## src/sv/gps_ram.sv

```systemverilog
// Generic simple dual-port RAM, one write port, one registered read port.
module gps_ram #(
	parameter int WIDTH = 8,
	parameter int DEPTH = 16,
	localparam int AW = (DEPTH > 1) ? $clog2(DEPTH) : 1
) (
	input  logic                  clk,
	input  logic                  we,
	input  logic [AW-1:0]         waddr,
	input  logic [WIDTH-1:0]      wdata,
	input  logic [AW-1:0]         raddr,
	output logic [WIDTH-1:0]      rdata
);
	logic [WIDTH-1:0] mem [DEPTH];

	// write port
	always_ff @(posedge clk) begin
		if (we) begin
			mem[waddr] <= wdata;
		end
	end

	// registered read
	always_ff @(posedge clk) begin
		rdata <= mem[raddr];
	end
endmodule

```

## config.mk

```make
export PLATFORM = sky130hd
export DESIGN_NAME = gps_ram
export DESIGN_NICKNAME = d
export VERILOG_FILES = /design/src/sv/gps_ram.sv
export SDC_FILE = /design/constraint.sdc
export NUM_CORES = 1
export LEC_CHECK = 0
export BUFFER_PORTS_ARGS = -buffer_cell sky130_fd_sc_hd__buf_2
export CORE_MARGIN = 8
export CORE_UTILIZATION = 50
export CTS_CLUSTER_SIZE = 24
export DETAILED_ROUTE_END_ITERATION = 8
export PLACE_DENSITY = 0.67
export SLEW_MARGIN = 10
export SYNTH_ARGS = -nofsm -noshare
export SYNTH_HDL_FRONTEND = slang
export SYNTH_SLANG_ARGS = --single-unit
```

## constraint.sdc

```tcl
create_clock -name clk -period 5.5 [get_ports clk]
set_clock_uncertainty 0.2 [all_clocks]
set_input_delay 0.275 -clock clk [delete_from_list [all_inputs] [get_ports clk]]
set_output_delay 0.275 -clock clk [all_outputs]
set_load 0.03 [all_outputs]
```

; ---- Yosys cells after proc, flatten, opt, wreduce, memory -nomap -nowiden
; Memory sizes are Yosys's and may differ from the RTL's. A register that Yosys moved wholly into a read port is not among the register bits.
; Index checks and enable logic that the tools add are counted.
[word_totals]
memories = 1
output_inout_bits = 8
register_bits = 0
mem_bits_rw = 128
word_cells = 3
[classes]
n_mux = 2
[memory_table]
columns = memory, depth, word_bits, rd, rd_ports_with_merged_regs, wr, line_no
row1 = mem, 16, 8, 1, 1, 1, 14  ; logic [WIDTH-1:0] mem [DEPTH];
[op_table]
columns = op, n
row1 = 2-to-1 mux 1 bit, 2

; ---- Logic depth before layout (Yosys ltp)
; Gate-level depths: netlist of run 1.
[logic_depth]
word_depth = 2
ltp_mapped = 5
mapped_depth_nobuf = 3

; ---- Least setup slack after synthesis of run 1
; OpenSTA, ideal clock, no wires.
[synth_timing]
path_kind = input to register
startpoint = input waddr[2]
endpoint = memory mem[0][0] (enable)
path_slack_ns = 3.532
cell_stages = 2
arrival_ns = 1.385
required_ns = 4.917
n_path_buf = 0
path_cell_list = or3b_2 nor3_1
[synth_lines]
columns = element, line_no
row1 = "start, declared", 9  ; input logic [AW-1:0] waddr,
row2 = "end, declared", 14
; Straight into the memory's write port.

==> results of run 1 <==
## flip-flops by register name, indices dropped and copies added, names as in the netlist
signal	cells
rdata	8
mem	128
## path summary, 6_finish.rpt
| kind | from | endpoint | slack, ps | cells past startpoint |
|---|---|---|---|---|
| setup / recovery | raddr[0] | rdata[4] | 3610 | 4 |
| hold / removal | waddr[0] | mem[0][6] | 50 | 2 |
| hold reg to reg | mem[15][0] | rdata[0] | 480 | 3 |
| setup reg to reg | mem[1][0] | rdata[0] | 3970 | 3 |
## worst max-delay path, cell delays in order
cell and delay [ps]:
buf_2 790, mux4_1 650, a22oi_1 270, nand2_1 70
## per-stage QoR
step / cell area, um2 / setup slack, ps / std cells
2_1_floorplan: 5150 / 3530 / 229
3_3_place_gp: 5380 / 2980 / 382
3_5_place_dp: 5380 / 2950 / 382
4_1_cts: 6030 / 3450 / 422
5_1_grt: 6040 / 3490 / 422
6_report: 6040 / 3610 / 422
## cells in the mapped netlist (all sizes together)
library cell   count  share of area (%)
clkdlybuf4s25      3               0.58
nand3              1              0.097
nand3b             2               0.29
a22oi             16                2.3
and2b              1               0.15
nand2              9               0.66
mux4              32                 15
nor3               4               0.39
nand2b             2               0.24
nor2b              1               0.12
buf                7                1.1
nor2              13               0.95
or3b               1               0.17
and2               1               0.12
edfxtp           128                 75
dfxtp              8                3.1
## area by class of cell
| cell class | count | area share, % |
|---|---|---|
| multi-input combinational | 83 | 17.7 |
| timing repair buffer | 35 | 3.65 |
| clock buffer | 20 | 7.05 |
| clock inverter | 12 | 2.51 |
| tap | 136 | 2.82 |
| sequential | 136 | 66.3 |
## per-layer routing
metal / share of wire [%] / GRT usage (%)
met1: 45 / 18.9
met2: 49 / 22.7
met3: 4.3 / 4.46
met4: 1.5 / 5.52
met5: 0 / 0
## power by group through the flow
stage,Sequential [W],Clock (W),Combinational [W]
finish,0.00117,0.00110,0.000117
global route,0.00117,0.00115,0.000126
global placement,0.00119,0,0.000111
floorplan,0.00120,0,0.0000588
CTS,0.00117,0.00111,0.000119
detailed placement,0.00119,0,0.000114
## cells by family after synthesis
| logic type | share of synthesized area, % |
|---|---|
| AND/OR/NAND/NOR | 3.18 |
| multiplexers | 15.0 |
| flip-flops | 77.8 |
| buffers and inverters | 1.68 |
| AO/OA/AOI/OAI | 2.33 |
==> results.tsv, run 1 <==
stage	metric	value	unit
logic_synthesis	synth.ff_latch_count	136	
sta	period_minus_slack	1890	ps
logic_synthesis	netlist_instances	229	
cells_and_area	drive_above_1_share	26.2	%
power	sw_frac_of_total	20.5	%
power	switching_power	0.000487	W
global_route	grt_pass1_wl	14.9	mm
sta	period_share	34.3	%
sta	hold_slack	53.0	ps
routing	vias	2368	
routing	ant_nets	0	
routing	drt-initial-drc-count	133	
cells_and_area	final_util	59.6	%
cells_and_area	fin_nets	291	
power	p_seq_share	49.0	%
floorplan	dieArea	13800	um2
routing	vias_per_cell	5.61	
cells_and_area	num-fill-cells	724	
sta	finalHoldViolCount	0	
clock_network	post_cts_buffers	0	
global_route	grt_pass1_vias	2541	
clock_network	clock-sinks	136	
floorplan	core	10100	um2
clock_network	hold_buffers	8	
logic_synthesis	synthesis.area	5150	um2
place	gp_congestion	0.698	
cells_and_area	diodes	0	
critical_path	crit_required	5690	ps
flow_run	maxCapViolCount	0	
power	clkPwrFrac	46.1	%
logic_synthesis	synth_fp_nets	247	
power	finalPower	0.00238	W
sta	rsz0062_at_grt	no	
cells_and_area	mostFrequentLayoutCells	edfxtp_1, buf_2, mux4_2	
cells_and_area	final_common_cell	edfxtp_1	
routing	wl_per_cell	22.6	um
clock_network	cts-resized-gates	0	
sta	slew_headroom	28.7	%
clock_network	clk_path_buf_depth	2	
power	p_leak	2.01	nW
clock_network	cts_inserted_buffers	17	
cells_and_area	multi_input_area	1070	um2
sta	fin_tns_setup	0	ps
critical_path	cp-start-kind	input pin	
critical_path	worstSetupEndpointType	register	
cells_and_area	ff_latch_area	4000	um2
floorplan	io-pin-count	26	
sta	drv_slew	0	
floorplan	fp-row-count	37	
sta	setup_viol	0	
power	p_comb_share	4.9	%
power	ir_worst_vdd	0.239	mV
routing	routed_wl	9.52	mm
logic_synthesis	yosysWarningCount	0	
global_route	grt_max_degree	33	
clock_network	cts.htree.levels	4	
global_route	grt_overflow_total	0	
floorplan	dieHeight	117	um
cells_and_area	synthToLayoutAreaGrowth	17.3	%
place	dpl.hpwl	5.64	mm
routing	drc	0	
critical_path	critPathKind	input pin to register	
power	p_int	0.00189	W
hold_path	hold_class	input pin to register	
clock_network	clk_latency	520	ps
clock_network	clk_pin_slew	60	ps
sta	fmax	0.530	GHz
global_route	grtUsageTotal	14.6	%
sta	worst_pin_slew	1070	ps
logic_synthesis	synth_cell_types	19	
power	powerDensity	394	nW/um2
place	io_buffers	25	
critical_path	arrival	2080	ps
routing	drt_pass1_iterations	4	
global_route	antenna_found_initial	0	
clock_network	tritoncts	built	
logic_synthesis	yosysSeqAreaShare	77.8	%
run_status	status	completed	
critical_path	crit_fanout	32	
floorplan	dieWidth	117	um
floorplan	start_util	50.8	%
logic_synthesis	postSynthAreaPerCell	22.5	um2
clock_network	clock-root-buffer	clkbuf_8	
Note: power is estimated with default switching activity, not from simulation.
==> inputs of run 2 (changes only) <==
--- a/config.mk
+++ b/config.mk
@@ -5,12 +5,13 @@
 export SDC_FILE = /design/constraint.sdc
 export NUM_CORES = 1
 export LEC_CHECK = 0
+export ABC_AREA = 1
 export BUFFER_PORTS_ARGS = -buffer_cell sky130_fd_sc_hd__buf_2
 export CORE_MARGIN = 8
 export CORE_UTILIZATION = 50
 export CTS_CLUSTER_SIZE = 24
 export DETAILED_ROUTE_END_ITERATION = 8
-export PLACE_DENSITY = 0.67
+export PLACE_DENSITY = 0.7
 export SLEW_MARGIN = 10
 export SYNTH_ARGS = -nofsm -noshare
 export SYNTH_HDL_FRONTEND = slang
==> constraint.sdc (replaced) <==
create_clock -name clk -period 1.5 [get_ports clk]
set_clock_uncertainty 0.2 [all_clocks]
set_input_delay 0.075 -clock clk [delete_from_list [all_inputs] [get_ports clk]]
set_output_delay 0.075 -clock clk [all_outputs]
set_load 0.03 [all_outputs]
==> results.tsv, run 2 <==
stage	metric	value	unit
global_route	busiest_layer	met2	
power	powerDensity	1340	nW/um2
critical_path	crit_required	1590	ps
global_route	antenna_found_initial	0	
cells_and_area	reg_top3	mem x128, rdata x8	
critical_path	crit_top_cell	nand3_1	
power	ir_worst_vdd	0.775	mV
critical_path	crit_chain	dlygate4sd3_1, buf_2, inv_1, buf_4, nand3_1, nand3_1, nand2_1	
floorplan	fp-row-count	39	
logic_synthesis	synth_edf_count	128	
routing	drt-initial-drc-count	373	
run_status	status	completed	
critical_path	cp_slowest_cell	dlygate4sd3_1	
critical_path	critPathKind	input pin to register	
cells_and_area	largest_register_ffs	128	
global_route	grt_pass1_wl	21.4	mm
floorplan	start_util	50.9	%
logic_synthesis	synth_fp_nets	569	
sta	setup_viol	0	
place	io_buffers	25	
logic_synthesis	synthesis.area	5770	um2
sta	fin_tns_setup	0	ps
cells_and_area	mostFrequentLayoutCells	nand2_1, edfxtp_1, inv_1	
cells_and_area	final_util	60.5	%
critical_path	arrival	1520	ps
sta	slew_headroom	74.9	%
logic_synthesis	synth_largest_area_cell	edfxtp_1	
critical_path	worstSetupEndpointType	register	
sta	worst_pin_slew	376	ps
floorplan	dieWidth	123	um
floorplan	dieHeight	123	um
logic_synthesis	yosysWarningCount	0	
routing	vias	3916	
cells_and_area	diodes	0	
cells_and_area	regMostFlops	mem	
global_route	grt_max_degree	65	
power	p_leak	3.00	nW
sta	fmax	0.699	GHz
global_route	grt_overflow_total	0	
floorplan	core	11300	um2
sta	finalHoldViolCount	0	
hold_path	hold_class	input pin to register	
global_route	met3_usage	4.52	%
critical_path	worst-path-buf-inv	4	
floorplan	io-pin-count	26	
routing	vias_per_cell	5.14	
place	gp_congestion	0.914	
cells_and_area	drive_above_1_share	12.9	%
clock_network	clock-sinks	136	
logic_synthesis	post-synth-top-count-cell	nand2_1	
logic_synthesis	synthTopCellsByArea	edfxtp_1, nand2_1, nand3_1	
critical_path	slowest_delay	550	ps
sta	rsz0062_at_grt	no	
cells_and_area	num-fill-cells	895	
global_route	grtUsageTotal	19.2	%
logic_synthesis	ys_async_sr_fraction	0	%
critical_path	critical-path-top-delay-family	buffers and inverters	
place	place_area	6130	um2
clock_network	tritoncts	built	
global_route	grt_pass1_vias	3956	
cells_and_area	fin_nets	624	
logic_synthesis	postSynthAreaPerCell	10.5	um2
clock_network	cts.htree.levels	4	
critical_path	cp-start-kind	input pin	
global_route	use_met2	32.3	%
flow_run	maxCapViolCount	0	
cells_and_area	synthToLayoutAreaGrowth	18.8	%
logic_synthesis	yosysSeqAreaShare	69.4	%
clock_network	cts-resized-gates	0	
logic_synthesis	netlist_instances	551	
routing	routed_wl	13.4	mm
global_route	grt_use_met1	23.4	%
cells_and_area	final_common_cell	nand2_1	
sta	drv_slew	0	
floorplan	dieArea	15200	um2
logic_synthesis	synth_ff_type	edfxtp_1	
routing	drt_pass1_iterations	5	
routing	wl_per_cell	17.6	um
logic_synthesis	synthTopCellsByCount	nand2_1, edfxtp_1, inv_1, nand3_1, nor2_1	
place	dpl.hpwl	8.44	mm
sta	period_share	95.3	%
logic_synthesis	synth_cell_types	12	
clock_network	post_cts_buffers	0	
routing	ant_nets	0	
routing	drc	0	
clock_network	clk_pin_slew	50	ps
logic_synthesis	synth.ff_latch_count	136	
clock_network	cts_inserted_buffers	17	
clock_network	clk_path_buf_depth	2	
clock_network	clock-root-buffer	clkbuf_16	
critical_path	crit_fanout	16	
logic_synthesis	yosysTopAreaCellShare	66.7	%
sta	period_minus_slack	1430	ps
cells_and_area	fin_area	6850	um2
clock_network	clk_latency	410	ps
[run 2: cell types whose count changed in the layout (fill, tap and decap cells not counted), moves of 3 or more]
cell / delta
a22oi_1: -16
buf_12: +3
buf_4: +20
clkbuf_8: +4
inv_1: +100
mux4_1: -14
mux4_2: -18
nand2_1: +164
nand3_1: +96
nor2_1: +4
[run 2: where the power goes]
group	internal, W	total, W	switching (W)
Sequential	0.00425	0.00428	0.0000324
Combinational	0.000183	0.000598	0.000414
Clock	0.00283	0.00427	0.00144
Total	0.00726	0.00915	0.00189
[run 2: layout make-up]
class / instances / area, um2 / area share, %
Sequential cell: 136 / 4000 / 58.4
Tap cell: 143 / 179 / 2.61
Timing Repair Buffer: 60 / 450 / 6.58
Multi-Input combinational cell: 289 / 1210 / 17.7
Inverter: 102 / 383 / 5.59
Clock inverter: 7 / 115 / 1.68
Clock buffer: 25 / 505 / 7.38
[run 2: what timing repair did]
action	CTS	global route
hold buffers	10	0
endpoints found under the setup margin	0	0
hold endpoints to repair	136	0
[run 2: final timing paths]
kind	from	to	slack (ps)	depth (start not counted)
min	raddr[1]	rdata[2]	100	7
max	raddr[2]	rdata[4]	70	7
min reg2reg	mem[12][2]	rdata[2]	470	6
max reg2reg	mem[5][7]	rdata[7]	260	6
[run 2: worst register-to-register path, delay by kind of cell (launching register included)]
kind                   cells  cell delay, ps
and+or+nand+nor            5             490
DFF                        1             370
buffers and inverters      1              60
[run 2: through the flow]
stage	setup WS [ps]	total power [W]	cells	hold WS, ps
floorplan	274	0.00470	551	-26.1
global placement	179	0.00492	720	284
detailed placement	154	0.00493	720	293
CTS	122	0.00920	762	81.9
global route	51.1	0.00940	762	113
finish	70.1	0.00915	762	99.1
[run 2: per-layer routing]
metal / up-vias / wire [um]
met5: - / 0
met4: 0 / 252
met3: 20 / 939
met2: 168 / 6800
met1: 1846 / 5450
li1: 1882 / -
[run 2: cells by family after synthesis]
family | share of synthesized area, %
buf+inv | 9.52
flops | 69.4
simple gates | 21.0
